### src/design/voxel_face_vertex_emitter_assert.svh
// ---------------------------------------------------------------------------
// Assertion macros for the voxel face vertex emitter
// Clocked on clk, disabled while rst_n is low.
// ---------------------------------------------------------------------------
`ifndef VOXEL_FACE_VERTEX_EMITTER_ASSERT_SVH
`define VOXEL_FACE_VERTEX_EMITTER_ASSERT_SVH

// Same-cycle implication.
`define VFVE_ASSERT_IMP(lbl, ante, cons) \
    lbl: assert property (@(posedge clk) disable iff (!rst_n) (ante) |-> (cons)) \
        else $error("vfve assertion failed");

// Next-cycle implication.
`define VFVE_ASSERT_NEXT(lbl, ante, cons) \
    lbl: assert property (@(posedge clk) disable iff (!rst_n) (ante) |=> (cons)) \
        else $error("vfve assertion failed");

`endif

### src/design/vfve_pkg.sv
// ---------------------------------------------------------------------------
// vfve_pkg
// Shared types, face tables and helpers for the voxel face vertex emitter.
// ---------------------------------------------------------------------------
`default_nettype none

package vfve_pkg;

    localparam int COORD_W     = 8;
    localparam int COLOR_W     = 8;
    localparam int MASK_W      = 6;
    localparam int QUEUE_DEPTH = 2;

    // Face mask bits, visiting order -x, +x, -y, +y, -z, +z
    localparam logic [MASK_W-1:0] FACE_NEG_X = 6'b100000;
    localparam logic [MASK_W-1:0] FACE_POS_X = 6'b010000;
    localparam logic [MASK_W-1:0] FACE_NEG_Y = 6'b001000;
    localparam logic [MASK_W-1:0] FACE_POS_Y = 6'b000100;
    localparam logic [MASK_W-1:0] FACE_NEG_Z = 6'b000010;
    localparam logic [MASK_W-1:0] FACE_POS_Z = 6'b000001;

    localparam logic [2:0] QUAD_LAST_STEP = 3'd3;
    localparam logic [2:0] TRI_LAST_STEP  = 3'd5;

    // Corner signs {x,y,z}, 1 = plus one, 0 = minus one
    localparam logic [2:0] FACE_CORNER [0:5][0:3] = '{
        '{3'b001, 3'b000, 3'b011, 3'b010},
        '{3'b100, 3'b101, 3'b110, 3'b111},
        '{3'b001, 3'b101, 3'b000, 3'b100},
        '{3'b010, 3'b110, 3'b011, 3'b111},
        '{3'b000, 3'b100, 3'b010, 3'b110},
        '{3'b101, 3'b001, 3'b111, 3'b011}
    };

    // Corner orders: quad 1,3,4,2 ; triangles 1,3,2,2,3,4
    localparam logic [1:0] QUAD_SEQ [0:3] = '{2'd0, 2'd2, 2'd3, 2'd1};
    localparam logic [1:0] TRI_SEQ  [0:5] = '{2'd0, 2'd2, 2'd1, 2'd1, 2'd2, 2'd3};

    typedef struct packed {
        logic [COORD_W-1:0] x;
        logic [COORD_W-1:0] y;
        logic [COORD_W-1:0] z;
        logic [COLOR_W-1:0] red;
        logic [COLOR_W-1:0] green;
        logic [COLOR_W-1:0] blue;
        logic [MASK_W-1:0]  mask;
        logic               mode;
    } item_t;

    typedef struct packed {
        logic [COORD_W-1:0] x;
        logic [COORD_W-1:0] y;
        logic [COORD_W-1:0] z;
        logic [COLOR_W-1:0] red;
        logic [COLOR_W-1:0] green;
        logic [COLOR_W-1:0] blue;
        logic               last;
    } vertex_t;

    typedef struct packed {
        logic full;
        logic empty;
    } queue_status_t;

    // First visible face in visiting order
    function automatic logic [2:0] face_index(input logic [MASK_W-1:0] mask);
        logic [2:0] idx;
        idx = 3'd5;
        if ((mask & FACE_NEG_X) != '0)      idx = 3'd0;
        else if ((mask & FACE_POS_X) != '0) idx = 3'd1;
        else if ((mask & FACE_NEG_Y) != '0) idx = 3'd2;
        else if ((mask & FACE_POS_Y) != '0) idx = 3'd3;
        else if ((mask & FACE_NEG_Z) != '0) idx = 3'd4;
        return idx;
    endfunction

    function automatic logic [MASK_W-1:0] face_bit(input logic [2:0] idx);
        return FACE_NEG_X >> idx;
    endfunction

    function automatic logic [COORD_W-1:0] shift_coord(input logic [COORD_W-1:0] c,
                                                       input logic plus);
        return plus ? c + COORD_W'(1) : c - COORD_W'(1);
    endfunction

endpackage

`default_nettype wire

### src/design/voxel_face_vertex_emitter.sv
// Path of a voxel: front register, queue slot, sequencer voxel register, vertex register.
// Throughput: one vertex per cycle while results are popped; n visible faces give 4n
// vertices in quad mode, 6n in triangle mode (at most 36), none for an empty mask.
// Back-to-back voxels follow with no gap; the face/corner sequencer sets the rate.
// Reset (rst_n low, async): queue and output empty, primitive_mode = 1 (triangles).
// ---------------------------------------------------------------------------
// voxel_face_vertex_emitter
// Cube face meshing: one voxel in, its visible face corner vertices out.
// ---------------------------------------------------------------------------
`default_nettype none

`include "voxel_face_vertex_emitter_assert.svh"

module voxel_face_vertex_emitter #(
    parameter int QUEUE_DEPTH = vfve_pkg::QUEUE_DEPTH
) (
    input  wire        clk,
    input  wire        rst_n,
    input  wire        push,
    output logic       full,
    input  wire [7:0]  voxel_x,
    input  wire [7:0]  voxel_y,
    input  wire [7:0]  voxel_z,
    input  wire [7:0]  color_red,
    input  wire [7:0]  color_green,
    input  wire [7:0]  color_blue,
    input  wire [5:0]  face_mask,
    output logic       empty,
    input  wire        pop,
    output logic [7:0] vertex_x,
    output logic [7:0] vertex_y,
    output logic [7:0] vertex_z,
    output logic [7:0] out_red,
    output logic [7:0] out_green,
    output logic [7:0] out_blue,
    output logic       last_vertex,
    input  wire        cfg_valid,
    output logic       cfg_ready,
    input  wire        cfg_data
);

    logic                    mode_reg, mode_next;
    vfve_pkg::item_t         in_item;
    vfve_pkg::item_t         fq_item;
    vfve_pkg::item_t         qb_item;
    vfve_pkg::queue_status_t q_stat;
    logic                    q_push;
    logic                    q_pop;
    logic                    out_valid;
    vfve_pkg::vertex_t       out_vertex;

    assign cfg_ready = 1'b1;
    assign mode_next = (cfg_valid && cfg_ready) ? cfg_data : mode_reg;

    always_ff @(posedge clk or negedge rst_n)
    begin
        if (!rst_n)
        begin
            mode_reg <= 1'b1;
        end
        else
        begin
            mode_reg <= mode_next;
        end
    end

    assign in_item.x     = voxel_x;
    assign in_item.y     = voxel_y;
    assign in_item.z     = voxel_z;
    assign in_item.red   = color_red;
    assign in_item.green = color_green;
    assign in_item.blue  = color_blue;
    assign in_item.mask  = face_mask;
    assign in_item.mode  = mode_reg;

    vfve_front u_front (
        .clk     (clk),
        .rst_n   (rst_n),
        .push    (push),
        .full    (full),
        .in_item (in_item),
        .mode    (mode_reg),
        .q_stat  (q_stat),
        .q_push  (q_push),
        .q_item  (fq_item)
    );

    vfve_queue #(
        .QUEUE_DEPTH (QUEUE_DEPTH)
    ) u_queue (
        .clk     (clk),
        .rst_n   (rst_n),
        .wr_en   (q_push),
        .wr_item (fq_item),
        .rd_en   (q_pop),
        .rd_item (qb_item),
        .stat    (q_stat)
    );

    vfve_back u_back (
        .clk        (clk),
        .rst_n      (rst_n),
        .q_stat     (q_stat),
        .q_item     (qb_item),
        .q_pop      (q_pop),
        .out_valid  (out_valid),
        .out_vertex (out_vertex),
        .pop        (pop)
    );

    assign empty       = !out_valid;
    assign vertex_x    = out_vertex.x;
    assign vertex_y    = out_vertex.y;
    assign vertex_z    = out_vertex.z;
    assign out_red     = out_vertex.red;
    assign out_green   = out_vertex.green;
    assign out_blue    = out_vertex.blue;
    assign last_vertex = out_vertex.last;

    // queue is never written while full nor read while empty
    `VFVE_ASSERT_IMP(a_no_overflow, q_push, !q_stat.full)
    `VFVE_ASSERT_IMP(a_no_underflow, q_pop, !q_stat.empty)
    // front stalls only on queue back-pressure
    `VFVE_ASSERT_IMP(a_full_from_queue, full, q_stat.full)
    // an unpopped result stays on the ports
    `VFVE_ASSERT_NEXT(a_result_held, !empty && !pop, !empty && $stable(out_vertex))

endmodule

`default_nettype wire

### src/design/vfve_front.sv
// ---------------------------------------------------------------------------
// vfve_front
// Takes voxels, drops empty masks, tags the primitive mode, feeds the queue.
// ---------------------------------------------------------------------------
`default_nettype none

module vfve_front (
    input  wire                   clk,
    input  wire                   rst_n,
    input  wire                   push,
    output logic                  full,
    input  wire vfve_pkg::item_t  in_item,
    input  wire                   mode,
    input  wire vfve_pkg::queue_status_t q_stat,
    output logic                  q_push,
    output vfve_pkg::item_t       q_item
);

    logic            valid_reg;
    logic            valid_next;
    vfve_pkg::item_t item_reg;
    vfve_pkg::item_t item_next;
    logic            accept;
    logic            keep;

    assign full   = valid_reg && q_stat.full;
    assign accept = push && !full;
    assign keep   = accept && (in_item.mask != '0);
    assign q_push = valid_reg && !q_stat.full;
    assign q_item = item_reg;

    always_comb
    begin
        valid_next = valid_reg;
        item_next  = item_reg;
        if (keep)
        begin
            valid_next     = 1'b1;
            item_next      = in_item;
            item_next.mode = mode;
        end
        else if (q_push)
        begin
            valid_next = 1'b0;
        end
    end

    always_ff @(posedge clk or negedge rst_n)
    begin
        if (!rst_n)
        begin
            valid_reg <= 1'b0;
        end
        else
        begin
            valid_reg <= valid_next;
        end
    end

    always_ff @(posedge clk)
    begin
        item_reg <= item_next;
    end

endmodule

`default_nettype wire

### src/design/vfve_queue.sv
// ---------------------------------------------------------------------------
// vfve_queue
// Short FIFO of voxel requests between the front and the vertex sequencer.
// ---------------------------------------------------------------------------
`default_nettype none

module vfve_queue #(
    parameter int QUEUE_DEPTH = vfve_pkg::QUEUE_DEPTH
) (
    input  wire                   clk,
    input  wire                   rst_n,
    input  wire                   wr_en,
    input  wire vfve_pkg::item_t  wr_item,
    input  wire                   rd_en,
    output vfve_pkg::item_t       rd_item,
    output vfve_pkg::queue_status_t stat
);

    localparam int PTR_W = (QUEUE_DEPTH > 1) ? $clog2(QUEUE_DEPTH) : 1;
    localparam int CNT_W = $clog2(QUEUE_DEPTH + 1);
    localparam logic [PTR_W-1:0] PTR_LAST = PTR_W'(QUEUE_DEPTH - 1);

    vfve_pkg::item_t  slot_reg [QUEUE_DEPTH];
    logic [PTR_W-1:0] wr_ptr_reg, wr_ptr_next;
    logic [PTR_W-1:0] rd_ptr_reg, rd_ptr_next;
    logic [CNT_W-1:0] count_reg, count_next;

    assign stat.full  = (count_reg == CNT_W'(QUEUE_DEPTH));
    assign stat.empty = (count_reg == '0);
    assign rd_item    = slot_reg[rd_ptr_reg];

    always_comb
    begin
        wr_ptr_next = wr_ptr_reg;
        rd_ptr_next = rd_ptr_reg;
        count_next  = count_reg;
        if (wr_en)
        begin
            wr_ptr_next = (wr_ptr_reg == PTR_LAST) ? '0 : wr_ptr_reg + PTR_W'(1);
        end
        if (rd_en)
        begin
            rd_ptr_next = (rd_ptr_reg == PTR_LAST) ? '0 : rd_ptr_reg + PTR_W'(1);
        end
        case ({wr_en, rd_en})
            2'b10:   count_next = count_reg + CNT_W'(1);
            2'b01:   count_next = count_reg - CNT_W'(1);
            default: count_next = count_reg;
        endcase
    end

    always_ff @(posedge clk or negedge rst_n)
    begin
        if (!rst_n)
        begin
            wr_ptr_reg <= '0;
            rd_ptr_reg <= '0;
            count_reg  <= '0;
        end
        else
        begin
            wr_ptr_reg <= wr_ptr_next;
            rd_ptr_reg <= rd_ptr_next;
            count_reg  <= count_next;
        end
    end

    always_ff @(posedge clk)
    begin
        if (wr_en)
        begin
            slot_reg[wr_ptr_reg] <= wr_item;
        end
    end

endmodule

`default_nettype wire

### src/design/vfve_back.sv
// ---------------------------------------------------------------------------
// vfve_back
// Walks a voxel's visible faces and corners, one vertex per cycle unless held by pop.
// ---------------------------------------------------------------------------
`default_nettype none

module vfve_back (
    input  wire                   clk,
    input  wire                   rst_n,
    input  wire vfve_pkg::queue_status_t q_stat,
    input  wire vfve_pkg::item_t  q_item,
    output logic                  q_pop,
    output logic                  out_valid,
    output vfve_pkg::vertex_t     out_vertex,
    input  wire                   pop
);

    logic                         busy_reg, busy_next;
    vfve_pkg::item_t              cur_reg, cur_next;
    logic [vfve_pkg::MASK_W-1:0]  mask_reg, mask_next;
    logic [2:0]                   step_reg, step_next;
    logic                         ovalid_reg, ovalid_next;
    vfve_pkg::vertex_t            vert_reg, vert_next;

    logic                         advance;
    logic                         emit;
    logic                         load;
    logic [2:0]                   face;
    logic [2:0]                   step_last;
    logic                         at_last_step;
    logic [vfve_pkg::MASK_W-1:0]  mask_left;
    logic                         item_done;
    logic [1:0]                   corner;
    logic [2:0]                   signs;

    assign advance      = !ovalid_reg || pop;
    assign emit         = busy_reg && advance;
    assign face         = vfve_pkg::face_index(mask_reg);
    assign step_last    = cur_reg.mode ? vfve_pkg::TRI_LAST_STEP : vfve_pkg::QUAD_LAST_STEP;
    assign at_last_step = (step_reg == step_last);
    assign mask_left    = mask_reg & ~vfve_pkg::face_bit(face);
    assign item_done    = at_last_step && (mask_left == '0);
    // next voxel is picked up in the same cycle the last vertex leaves
    assign load         = !q_stat.empty && (!busy_reg || (emit && item_done));
    assign q_pop        = load;
    assign corner       = cur_reg.mode ? vfve_pkg::TRI_SEQ[step_reg]
                                       : vfve_pkg::QUAD_SEQ[step_reg[1:0]];
    assign signs        = vfve_pkg::FACE_CORNER[face][corner];

    assign out_valid  = ovalid_reg;
    assign out_vertex = vert_reg;

    always_comb
    begin
        busy_next   = busy_reg;
        cur_next    = cur_reg;
        mask_next   = mask_reg;
        step_next   = step_reg;
        ovalid_next = ovalid_reg;
        vert_next   = vert_reg;

        if (emit)
        begin
            ovalid_next     = 1'b1;
            vert_next.x     = vfve_pkg::shift_coord(cur_reg.x, signs[2]);
            vert_next.y     = vfve_pkg::shift_coord(cur_reg.y, signs[1]);
            vert_next.z     = vfve_pkg::shift_coord(cur_reg.z, signs[0]);
            vert_next.red   = cur_reg.red;
            vert_next.green = cur_reg.green;
            vert_next.blue  = cur_reg.blue;
            vert_next.last  = item_done;
            if (at_last_step)
            begin
                step_next = '0;
                mask_next = mask_left;
                if (item_done)
                begin
                    busy_next = 1'b0;
                end
            end
            else
            begin
                step_next = step_reg + 3'd1;
            end
        end
        else if (pop)
        begin
            ovalid_next = 1'b0;
        end

        if (load)
        begin
            busy_next = 1'b1;
            cur_next  = q_item;
            mask_next = q_item.mask;
            step_next = '0;
        end
    end

    always_ff @(posedge clk or negedge rst_n)
    begin
        if (!rst_n)
        begin
            busy_reg   <= 1'b0;
            ovalid_reg <= 1'b0;
            mask_reg   <= '0;
            step_reg   <= '0;
        end
        else
        begin
            busy_reg   <= busy_next;
            ovalid_reg <= ovalid_next;
            mask_reg   <= mask_next;
            step_reg   <= step_next;
        end
    end

    always_ff @(posedge clk)
    begin
        cur_reg  <= cur_next;
        vert_reg <= vert_next;
    end

endmodule

`default_nettype wire
### config.mk
export PLATFORM = sky130hd
export DESIGN_NAME = voxel_face_vertex_emitter
export DESIGN_NICKNAME = d
export VERILOG_FILES = /design/src/design/vfve_pkg.sv /design/src/design/voxel_face_vertex_emitter.sv /design/src/design/vfve_front.sv /design/src/design/vfve_queue.sv /design/src/design/vfve_back.sv
export VERILOG_INCLUDE_DIRS = /design/src /design/src/design
export SDC_FILE = /design/constraint.sdc
export NUM_CORES = 1
export LEC_CHECK = 0
export ABC_AREA = 1
export BUFFER_PORTS_ARGS = -buffer_cell sky130_fd_sc_hd__buf_4
export CAP_MARGIN = 20
export CORE_MARGIN = 4
export CORE_UTILIZATION = 53
export DETAILED_ROUTE_END_ITERATION = 8
export GPL_TIMING_DRIVEN = 0
export PLACE_DENSITY = 0.76
export SYNTH_ARGS = -nofsm -noshare
export SYNTH_HDL_FRONTEND = slang
export SYNTH_HIERARCHICAL = 1
export SYNTH_SLANG_ARGS = --single-unit
### constraint.sdc
create_clock -name clk -period 3.57 [get_ports clk]
set_input_delay 0.714 -clock clk [delete_from_list [all_inputs] [get_ports clk]]
set_output_delay 0.714 -clock clk [all_outputs]
set_load 0.01 [all_outputs]
==> flow_metrics.tcl <==
set metrics [dict create \
    wl_met2_um 8789 \
    hpwl_um 11580 \
    wl_met1_um 6874 \
    syn-num-nets 840 \
    synth_mux_area_frac 0 \
    path_cells "inv_1 > o21ai_1 > nand2_1 > nand2_1 > ha_1 > nand2_1 > o21ai_1 > inv_1 > fa_1 > o21ai_0 > a21oi_1 > nor2_1 > nor2_1 > xnor2_1" \
    synth_cell_types 40 \
    rsz0062_at_grt "false" \
    synth-seq-cells 280 \
    drc_errors 0 \
    gr-total-overflow 0 \
    clk-insertion-delay-late_ns 0.51 \
    critPathKind "flip-flop to flip-flop" \
    areaGrowthSynthToFinish_pct 19.94 \
    slew_viol_final 0 \
    dieWidth_um 150.8 \
    groute.usage.overall 0.1546 \
    synth_top_family_by_area "simple AND/OR/NAND/NOR gates" \
    peakVddDrop_mv 0.5548 \
    cp-end-kind "flip-flop" \
    tightest_slew_ns 0.7992 \
    final-hold-violation-count 0 \
    synth_compound_area_frac 0.04771 \
    grt_pass1_vias 5812 \
    regToRegSetupSlack_ns 0.35 \
    vias 5712 \
    synth_edf_count 263 \
    placed_cell_area_mm2 0.01207 \
    yosys_warnings 6 \
    io-pin-count 112 \
    firstDrtPassIters 4 \
    ys_top_cells_by_area "edfxtp_1 (73%), nand2_1 (4.7%), inv_1 (3.9%)" \
    top_layer_used "met4" \
    wl_per_cell_um 14.35 \
    numCtsBuffers 27 \
    diodes 0 \
    clkTransAtPathRegs_ns 0.07 \
    cpMostUsedCell "nand2_1" \
    numPortBuffers 110 \
    grt_max_degree 37 \
    relSlewSlack 0.4659 \
    critPathMaxStageDelay_ns 0.60 \
    final_util 0.6552 \
    status "finished clean" \
    reg2reg_from "u_back/mask_reg[1]$_DFFE_PN0P_" \
    hold_class "input pin to asynchronous set/reset pin" \
    fin_setup_tns_ns 0 \
    via_per_inst 4.841 \
    yosys.area.top_type_share 0.7309 \
    die-area_mm2 0.02274 \
    critPathSlowestCell "o21ai_1" \
    cp_data_arrival_time_ns 3.49 \
    ys_seq_area_frac 0.7704 \
    die_h_um 150.8 \
    synth_area_per_cell_um2 14.37 \
    clockBufferDepth 3 \
    largest_reg_flops 110 \
    yosysTopAreaCell "edfxtp_1" \
    dr.first_iter.drc_count 327 \
    routed_wl_um 16940 \
    fillers 1393 \
    synthFlopType "edfxtp_1" \
    rows 51 \
    antenna_found_initial 0 \
    crit_path_start_kind "flip-flop" \
    r2r_cells 14 \
    fin_area_mm2 0.01296 \
    p_leak_nw 5.278 \
    setup_violations 0 \
    htree_levels 1 \
    p_total_w 0.01228 \
    skew_ns 0.008992 \
    start_util 0.5462 \
    nets 984 \
    synth_xor_area_frac 0.01783 \
    max_freq_ghz 0.3103 \
    wl_met3_um 966 \
    tritoncts "done" \
    detail-route-antenna-nets 0 \
    synth-simple-area-share 0.07642 \
    grt_first_pass_wirelength_um 27720 \
    ys_async_sr_fraction 0.06071 \
    power-per-cell-area_mw_per_mm2 947.8 \
    cts-root-buf "clkbuf_16" \
    syn_area_mm2 0.01081 \
    netlist_instances 752 \
    reg2reg_to "u_back/out_vertex[39]$_DFFE_PP_" \
    cp_max_fo 8 \
    finalCriticalPeriod_ns 3.223 \
    synthAdderAreaFrac 0.03451 \
    post-route-period-util 0.9028 \
    hold_slack_ns 0.06258 \
    worstPathRequired_ns 3.84 \
    drv_cap 0 \
    drive_gt1_frac 0.2131 \
    clock-sinks 280 \
    gp_congestion 0.7943 \
    core_mm2 0.01978 \
]
worst max path at each step:
stage / from / slack (ns) / endpoint / depth (start not counted)
2_1_floorplan: u_queue/count_reg[1]$_DFFE_PN0P_ / 0.04 / u_queue/slot_reg[0][0]$_DFFE_PP_ / 5
3_3_place_gp: u_queue/count_reg[1]$_DFFE_PN0P_ / -1.25 / u_queue/slot_reg[0][44]$_DFFE_PP_ / 5
3_5_place_dp: pop / -0.06 / u_queue/count_reg[1]$_DFFE_PN0P_ / 16
4_1_cts: u_back/mask_reg[3]$_DFFE_PN0P_ / 0.28 / u_queue/count_reg[1]$_DFFE_PN0P_ / 18
5_1_grt: u_back/mask_reg[1]$_DFFE_PN0P_ / 0.05 / u_back/out_vertex[39]$_DFFE_PP_ / 14
6_report: u_back/mask_reg[1]$_DFFE_PN0P_ / 0.35 / u_back/out_vertex[39]$_DFFE_PP_ / 14
cell type report:
| type | count | area, µm² | share of cell area |
|---|---|---|---|
| clock inverters | 13 | 143.9 | 0.01110 |
| plain buffers | 13 | 123.9 | 0.009558 |
| clock buffers | 35 | 735.7 | 0.05677 |
| well taps | 265 | 331.6 | 0.02558 |
| repair buffers | 115 | 925.9 | 0.07144 |
| flip-flops and latches | 280 | 8324 | 0.6423 |
| multi-input cells | 340 | 1922 | 0.1483 |
| inverters | 119 | 452.9 | 0.03495 |
cells in the mapped netlist (2+ instances only):
cell type  instances
a21oi_1           16
a31oi_1            2
buf_4              2
buf_6              9
clkbuf_1           2
dfrtp_1           16
edfxtp_1         263
fa_1               3
ha_1              25
inv_1            113
inv_2              5
nand2_1          136
nand2_2            5
nand2_4            3
nand3_1           17
nand3_2            2
nand4_1            2
nor2_1            19
nor2_2             4
o21ai_0           52
o21ai_1           15
o22ai_1            3
xnor2_1           10
xor2_1            12
placed cells by master, fill, tap and decap left out, drive strengths merged, types with 16 or more instances in the layout:
cell    netlist  layout
buf          11     126
nor2         24      24
a21oi        16      16
clkbuf        2      37
o21ai        68      68
edfxtp      263     263
inv         118     117
ha           25      25
nand3        19      19
dfrtp        16      16
nand2       144     144
power breakdown:
part / internal [W] / switching [W] / leakage, nW
clock: 0.00166 / 0.00110 / 0.433
sequential: 0.00499 / 0.000297 / 2.70
combinational: 0.00166 / 0.00257 / 2.15
total: 0.00831 / 0.00397 / 5.28
metrics by stage:
| stage | cells | setup WS, ns |
|---|---|---|
| after floorplan | 752 | 0.04165 |
| after global placement | 1127 | -1.254 |
| after detailed placement | 1132 | -0.06225 |
| after CTS | 1180 | 0.2783 |
| after global routing | 1180 | 0.05108 |
| final | 1180 | 0.3471 |
what timing repair did:
action | CTS | global route
setup buffers | 0 | 0
endpoints found under the hold margin | 0 | 0
setup endpoints to repair | 0 | 3
gates resized for setup | 0 | 3
hold buffers | 0 | 0
layer usage:
layer  global-route usage  up-vias
met5                    0        -
met2               0.2771      150
li1                     -     2869
met3              0.02663       25
met4              0.04624        0
met1               0.1937     2668
cells by family after synthesis:
kind of cell | Yosys count
XOR/XNOR | 22
buffers and inverters | 132
adder cells (fa/ha/maj) | 28
AND/OR/NAND/NOR | 193
AO/OA/AOI/OAI | 96
other | 1
flip-flops | 280
critical path: cells and delay by family, from the launching register on:
family,cells,cell delay [ns]
xor+xnor,1,0.11
fa+ha+maj,2,0.59
compound gates,4,1.23
simple gates,5,0.46
buf+inv,2,0.20
flops,1,0.38
No activity file was read; power rests on OpenSTA's default activity.
